`src/sv/dqe_pkg.sv`:
```
// shared types and constants for the double-ended queue engine
package dqe_pkg;

	localparam int DEPTH = 64;
	localparam int IW    = $clog2(DEPTH);
	localparam int CW    = $clog2(DEPTH + 1);
	localparam int DW    = 32;
	localparam int GRP   = 8;
	localparam int NGRP  = (DEPTH + GRP - 1) / GRP;
	localparam int GCW   = $clog2(GRP + 1);

	typedef enum logic [2:0] {
		OP_PUSH_BACK,
		OP_PUSH_FRONT,
		OP_POP,
		OP_REPLACE,
		OP_SORT,
		OP_REVERSE,
		OP_DEDUP,
		OP_NOP
	} op_t;

	typedef enum logic [1:0] {
		ST_OK,
		ST_EMPTY,
		ST_FULL,
		ST_NOMATCH
	} status_t;

	typedef enum logic [2:0] {
		C_HOLD,
		C_SHR,
		C_SHL,
		C_WRITE,
		C_REPL,
		C_TAG,
		C_ROT,
		C_XP
	} cell_cmd_t;

	typedef enum logic [1:0] {
		K_SORT,
		K_REV,
		K_DEDUP
	} key_t;

	typedef struct packed {
		logic [DW-1:0] value;
		logic [IW-1:0] tag;
		logic          dup;
	} ent_t;

	typedef struct packed {
		cell_cmd_t     cmd;
		logic          phase;
		key_t          key;
		logic [CW-1:0] count;
		logic [DW-1:0] val;
		logic [DW-1:0] chg;
		ent_t          bcast;
	} ctl_t;

	typedef enum logic [2:0] {
		S_IDLE,
		S_EXEC,
		S_ROT,
		S_XPOSE,
		S_TAIL,
		S_EMIT
	} state_t;

endpackage

```
`src/sv/dqe_cell.sv`:
```
// one queue cell: holds one entry and trades it with its neighbors
module dqe_cell (
	input  logic                   clk,
	input  logic [dqe_pkg::IW-1:0] idx,
	input  dqe_pkg::ctl_t          ctl,
	input  dqe_pkg::ent_t          left_i,
	input  dqe_pkg::ent_t          right_i,
	input  logic                   swap_l,
	output dqe_pkg::ent_t          ent_o,
	output logic                   swap_o,
	output logic                   last_o,
	output logic                   match_o
);

	dqe_pkg::ent_t ent_q;
	dqe_pkg::ent_t ent_d;
	logic          match_q;
	logic          match_d;
	logic [dqe_pkg::CW-1:0] pos;
	logic          active;
	logic          pair_ok;
	logic          eq_val;
	logic          mark;
	logic          gt;

	// position decode against the live length
	assign pos     = dqe_pkg::CW'(idx);
	assign active  = pos < ctl.count;
	assign pair_ok = (pos + dqe_pkg::CW'(1)) < ctl.count;
	assign last_o  = (pos + dqe_pkg::CW'(1)) == ctl.count;
	assign eq_val  = ent_q.value == ctl.val;

	// duplicate mark against the entry broadcast from the head cell
	assign mark = (ctl.cmd == dqe_pkg::C_ROT) && active &&
		(ent_q.value == ctl.bcast.value) && (ent_q.tag > ctl.bcast.tag);

	always_comb begin
		ent_o     = ent_q;
		ent_o.dup = ent_q.dup | mark;
	end

	// compare with the right neighbor for the transposition step
	always_comb begin
		case (ctl.key)
			dqe_pkg::K_SORT:  gt = $signed(ent_q.value) > $signed(right_i.value);
			dqe_pkg::K_REV:   gt = ent_q.tag < right_i.tag;
			dqe_pkg::K_DEDUP: gt = {ent_q.dup, ent_q.tag} > {right_i.dup, right_i.tag};
			default:          gt = 1'b0;
		endcase
	end

	assign swap_o = (ctl.cmd == dqe_pkg::C_XP) && (idx[0] == ctl.phase) && pair_ok && gt;

	// next entry
	always_comb begin
		ent_d   = ent_q;
		match_d = match_q;
		case (ctl.cmd)
			dqe_pkg::C_SHR: ent_d = left_i;
			dqe_pkg::C_SHL: ent_d = right_i;
			dqe_pkg::C_WRITE: begin
				if (pos == ctl.count) begin
					ent_d.value = ctl.val;
				end
			end
			dqe_pkg::C_REPL: begin
				match_d = active && eq_val;
				if (active && eq_val) begin
					ent_d.value = ctl.chg;
				end
			end
			dqe_pkg::C_TAG: begin
				ent_d.tag = idx;
				ent_d.dup = 1'b0;
			end
			dqe_pkg::C_ROT: begin
				if (active) begin
					ent_d = last_o ? ctl.bcast : right_i;
				end
			end
			dqe_pkg::C_XP: begin
				if (swap_o) begin
					ent_d = right_i;
				end else if (swap_l) begin
					ent_d = left_i;
				end
			end
			default: ent_d = ent_q;
		endcase
	end

	always_ff @(posedge clk) begin
		ent_q   <= ent_d;
		match_q <= match_d;
	end

	assign match_o = match_q;

endmodule

```
`config.mk`:
```
export PLATFORM = sky130hd
export DESIGN_NAME = dqe_cell
export DESIGN_NICKNAME = d
export VERILOG_FILES = /design/src/sv/dqe_pkg.sv /design/src/sv/dqe_cell.sv
export SDC_FILE = /design/constraint.sdc
export NUM_CORES = 1
export LEC_CHECK = 0
export BUFFER_PORTS_ARGS = -buffer_cell sky130_fd_sc_hd__buf_2
export CAP_MARGIN = 15
export CORE_MARGIN = 2
export CORE_UTILIZATION = 52
export DETAILED_ROUTE_END_ITERATION = 10
export PLACE_DENSITY = 0.83
export RECOVER_POWER = 25
export SYNTH_ARGS = -nofsm -noshare
export SYNTH_HDL_FRONTEND = slang
export SYNTH_SLANG_ARGS = --single-unit
```
`constraint.sdc`:
```
create_clock -name clk -period 5.1 [get_ports clk]
set_clock_uncertainty 0.05 [all_clocks]
set_input_delay 0.51 -clock clk [delete_from_list [all_inputs] [get_ports clk]]
set_output_delay 0.51 -clock clk [all_outputs]
set_load 0.05 [all_outputs]
```
* Yosys cells after proc, flatten, opt, wreduce, memory -nomap -nowiden
Index checks and enable logic that the tools add are counted.
** Storage, ports and cells
- Register bits :: 40
- Latch bits :: 0
- RAM bits :: 0
- Memory bits (read-only) :: 0
- Input bits :: 202
- Output and inout bits :: 42
- Logic and storage cells :: 51
- Memories kept :: 0
** Operators by class
- $add $sub $neg :: 1
- Multipliers :: 0
- Divide/modulo/power cells :: 0
- Magnitude comparators :: 6
- Equal/unequal tests :: 18
- Shift-type cells :: 0
- Mux-type cells :: 9
- Bitwise gates (word level) :: 1
- Reduce and logical (&&, ||, !) cells :: 12
** Operators with widths (number)
- 32-bit one-hot mux with 6 select lines :: 1
- 39-bit 2-to-1 mux :: 4
- 32-bit == test :: 2
- 32-bit 2-to-1 mux :: 2
- 7-bit one-hot mux with 5 select lines :: 1
- 32-bit greater-than comparator :: 1
- 3-bit == test (second input constant) :: 4
- 6-bit by 1-bit adder with 7-bit output (second input constant) :: 1
- 6-bit by 7-bit == test with 1-bit output :: 1
- 7-bit == test :: 1
- 7-bit greater-than comparator :: 1
- 1-bit logical AND :: 7
- 6-bit by 7-bit less-than comparator with 1-bit output :: 1
- 7-bit less-than comparator :: 1
- 3-bit by 2-bit == test with 1-bit output (second input constant) :: 2
- 6-bit greater-than comparator :: 1
- 6-bit less-than comparator :: 1
- 2-bit != test (second input constant) :: 3
- 6-bit nonzero test :: 1
- 5-bit AND reduction :: 1
- 5-bit nonzero test :: 1
- 3-bit by 1-bit == test with 1-bit output (second input constant) :: 1
- 3-bit != test (second input constant) :: 1
- 1-bit one-hot mux with 3 select lines :: 1
- other kinds (6) :: 6

* Logic depth before layout (Yosys ltp)
- Word-level depth :: 6
- Depth in mapped cells :: 12
- Depth with buffers taken out :: 11

* Worst setup path after synthesis
No wires, ideal clock.
- Kind :: input-to-reg
- From :: input port idx[0] (netlist name)
- To :: register ent_q (netlist bit ent_o[10]) (enable)
- Library setup time :: 0.441 ns
- Data arrival time :: 4.048 ns
- Data required time :: 4.609 ns
- Path slack :: 0.561 ns
- Stages :: 12
- Buffers on the path :: 2
- Cell sequence :: ha_1 -> nand3_1 -> xnor2_1 -> ha_1 -> a21o_1 -> a21o_1 -> a22oi_1 -> nand4_1 -> or2_1 -> buf_6 -> buf_6 -> a31oi_1
** On the way
- Longest elaborated chain between the ends :: 6
- Elaborated cells on any way between the ends :: 14
- Classes of those cells :: 1 x add/sub; 2 x order compare; 6 x eq/ne; 5 x reduce/logical
** Ends and longest elaborated chain
- start: declaration :: RTL line dqe_cell.sv:4 : input logic [dqe_pkg::IW-1:0] idx,
- 6-bit by 1-bit adder with 7-bit output or 1-bit == test (tied branches) :: RTL line dqe_cell.sv:29, dqe_cell.sv:52
- 7-bit less-than comparator or 1-bit logical AND (tied branches) :: RTL line dqe_cell.sv:29, dqe_cell.sv:52
- 1-bit logical AND (2 in series) :: RTL line dqe_cell.sv:52 : assign swap_o = (ctl.cmd == dqe_pkg::C_XP) && (idx[0] == ctl.phase) && pair_ok && gt;
- 3-bit != test (no line)
- 5-bit AND reduction (no line) (*)
- end signal: assignment :: RTL line dqe_cell.sv:93 : ent_q <= ent_d;
- end: declaration :: RTL line dqe_cell.sv:15 : dqe_pkg::ent_t ent_q;
Every way passes the cells marked *; elsewhere a longest branch is shown, timed or not.
A chain may end at the register's enable or synchronous reset.

* Worst setup path after layout
- From :: register ent_q (netlist bit ent_o[38])
- To :: output port swap_o
** On the way
- Longest elaborated chain between the ends :: 3
** Ends and longest elaborated chain
- 32-bit greater-than comparator :: RTL line dqe_cell.sv:45 : dqe_pkg::K_SORT: gt = $signed(ent_q.value) > $signed(right_i.value);
- 1-bit one-hot mux with 3 select lines :: RTL line dqe_cell.sv:44 : case (ctl.key)
- 1-bit logical AND :: RTL line dqe_cell.sv:52
- end: declaration :: RTL line dqe_cell.sv:10 : output logic swap_o,
Every way passes these cells.

==> impl_metrics.tcl <==
set metrics [dict create \
    drcViolationCount 0 \
    globalplace.congestion 0.965 \
    grt_pass1_vias 6815 \
    h-tree-depth 2 \
    ctsHoldBuffers 0 \
    wl_per_cell_um 20.2 \
    fmax_mhz 248 \
    status "finished clean" \
    worst_slew_pin_slew_ns 1.10 \
    grt_pass1_wl_mm 36.9 \
    dpl.hpwl_mm 18.3 \
    antenna_found_initial 4 \
    synth-seq-cells 40 \
    rsz0062_at_grt "no" \
    cts-root-buf "clkbuf_16" \
    p_per_area_mw_per_mm2 208 \
    grt_overflow 0 \
    finalSetupViolCount 0 \
    insertion_delay_ns 0.28 \
    synth_cell_types 58 \
    grt_max_degree 70 \
    viasPerCell 6.40 \
    num_rows 41 \
    fin_crit_ns 4.03 \
    ys_async_sr_fraction_pct 0 \
    worstSetupEndpointType "output port" \
    path_max_fanout 33 \
    io_pins 244 \
    ant_nets 0 \
    portBuffers 243 \
    clock-sinks 40 \
    slew_violations 0 \
    layout.nets 1273 \
    syn_avg_cell_area_um2 7.92 \
    synth_nets 1105 \
    critPathLaunchType "flip-flop" \
    arrival_ns 3.47 \
    layout-drive-gt1-share_pct 27.1 \
    ir_drop_v 0.000169 \
    path_cells "ha_1, nand4_1, nor4_2, nand2_1, a311oi_1, a211oi_4, or2_2, buf_4, inv_2, buf_2" \
    synth_seq_area_share_pct 18.0 \
    relSlewSlack_pct 26.5 \
    cts_resized 0 \
    cts_tree "done" \
    die_y_um 117 \
    cts.path.max_buffers 2 \
    drv_cap 0 \
    cp_slowest_cell "edfxtp_1" \
    initial_core_util_pct 53.2 \
    worstHoldPathType "in -> reg" \
    tns_ns 0 \
    netlist_area_mm2 0.00669 \
    drt_first_pass_iters 5 \
    power_mw 1.62 \
    criticalPathCategory "reg -> out" \
    fin_hold_ws_ns 0.572 \
    coreArea_mm2 0.0126 \
    die-width_um 117 \
    hold_viol_final 0 \
    yosysWarnings 0 \
    path_clk_slew_ns 0.06 \
    wl_mm 23.9 \
    numCtsBuffers 5 \
    vias 7594 \
    critPathRequiredTime_ns 4.54 \
    drt_iter0_drc 953 \
    ys.flop_type "edfxtp_1" \
    max_stage_delay_ns 0.50 \
    synth_edf_count 40 \
    postCtsSetupBuffers 0 \
    track_usage_pct 33.1 \
    leakagePower_nw 3.25 \
    area_delta_synth_final_pct 16.8 \
    synth_cells 844 \
    finalCritPeriodShare_pct 79.1 \
    dieArea_mm2 0.0138 \
]
==> cell usage after synthesis (6+ instances only) <==
cell type  number  area (um2)
xnor2_1        58         508
a211oi_1        6        45.0
buf_4          40         300
inv_1          62         233
a22o_1         32         280
clkbuf_1       38         143
nor2_1         54         203
o22ai_1        64         400
a21o_1          6        45.0
nand2_1        18        67.6
a211oi_2       29         363
mux2i_1        32         320
nor3_1         30         150
a21oi_1        25         125
o21ai_1        10        50.1
nand3_1        26         130
xor2_1         11        96.3
nor4_1         13        81.3
nand4_1        24         150
o311a_1         6        60.1
o2111ai_1       7        61.3
edfxtp_1       40        1200
o21ai_0        83         415
ha_1           59         738
buf_1           6        22.5
==> where the power goes <==
part / switching [mW] / internal (mW)
sequential: 0.0507 / 0.415
clock: 0.137 / 0.178
combinational: 0.538 / 0.305
==> metal layers <==
metal	vias to the layer above	GRT usage [%]	share of wire, %
met1	3507	45.4	40
li1	3489	-	-
met5	-	0	0.046
met3	61	5.50	11
met4	2	10.1	3.2
met2	535	53.4	45
==> cells in the final DEF, fill, tap and decap left out, types with 4 or more instances in the layout <==
cell type / instances
o2111ai_1: 7
a21o_1: 6
nor2_1: 53
o22ai_1: 64
a22o_1: 32
nor4_1: 13
a211oi_2: 28
clkbuf_16: 5
nand2b_1: 4
a31oi_1: 4
o22a_1: 5
nand4_1: 24
nand2_1: 18
o21ai_1: 9
buf_4: 11
mux2i_1: 32
o311a_1: 6
o211ai_1: 4
clkbuf_1: 30
nor3_1: 29
inv_2: 4
a21oi_1: 25
buf_2: 213
nand3_1: 26
inv_1: 62
a211oi_1: 6
xnor2_1: 58
nor2b_1: 4
edfxtp_1: 40
xor2_1: 11
o21ai_0: 83
ha_1: 59
==> worst max-delay path: cells and delay by family (launching register included) <==
family	cells	cell delay, ns
compound gates	2	0.59
fa+ha+maj	1	0.39
buf+inv	3	0.67
flops	1	0.50
simple gates	4	1.02
==> through the flow <==
stage	cell area [um2]	instances	utilization, %	worst slack (ns)
final	7810	1186	62.1	1.07
after global routing	7810	1186	62.1	0.897
after CTS	7840	1184	62.4	1.15
after detailed placement	7700	1177	61.3	1.34
after global placement	7700	1177	61.3	1.37
after floorplan	6690	844	-	0.561
==> path summary, 6_finish.rpt <==
| kind | start | endpoint | slack, ns | cells after the start |
|---|---|---|---|---|
| setup / recovery | ent_o[38] | swap_o | 1.07 | 10 |
| hold / removal | right_i[5] | ent_o[5] | 0.57 | 2 |
| hold reg to reg | ent_o[23] | match_o | 0.96 | 4 |
| setup reg to reg | ent_o[38] | ent_o[36] | 1.35 | 9 |
==> cell families after synthesis <==
logic type | synth area share (%)
AO/OA/AOI/OAI | 31.2
AND/OR/NAND/NOR | 14.1
buffers and inverters | 11.7
XOR/XNOR | 9.04
adder cells (fa/ha/maj) | 11.0
flip-flops | 18.0
multiplexers | 4.96
==> final cells by class <==
cell class                      instances  area [um2]
Tap cell                              172         215
Clock buffer                            5         125
Fill cell                            1164        4760
Antenna cell                            2        5.00
Multi-Input combinational cell        645        4740
Clock inverter                          2        12.5
Sequential cell                        40        1200
Timing Repair Buffer                  254        1260
Inverter                               66         248
==> registers in the layout (all words and copies together), names as in the netlist <==
register,cells
ent_o,38
match_o,1
ent_q,1
Note: power is estimated with default switching activity, not from simulation.
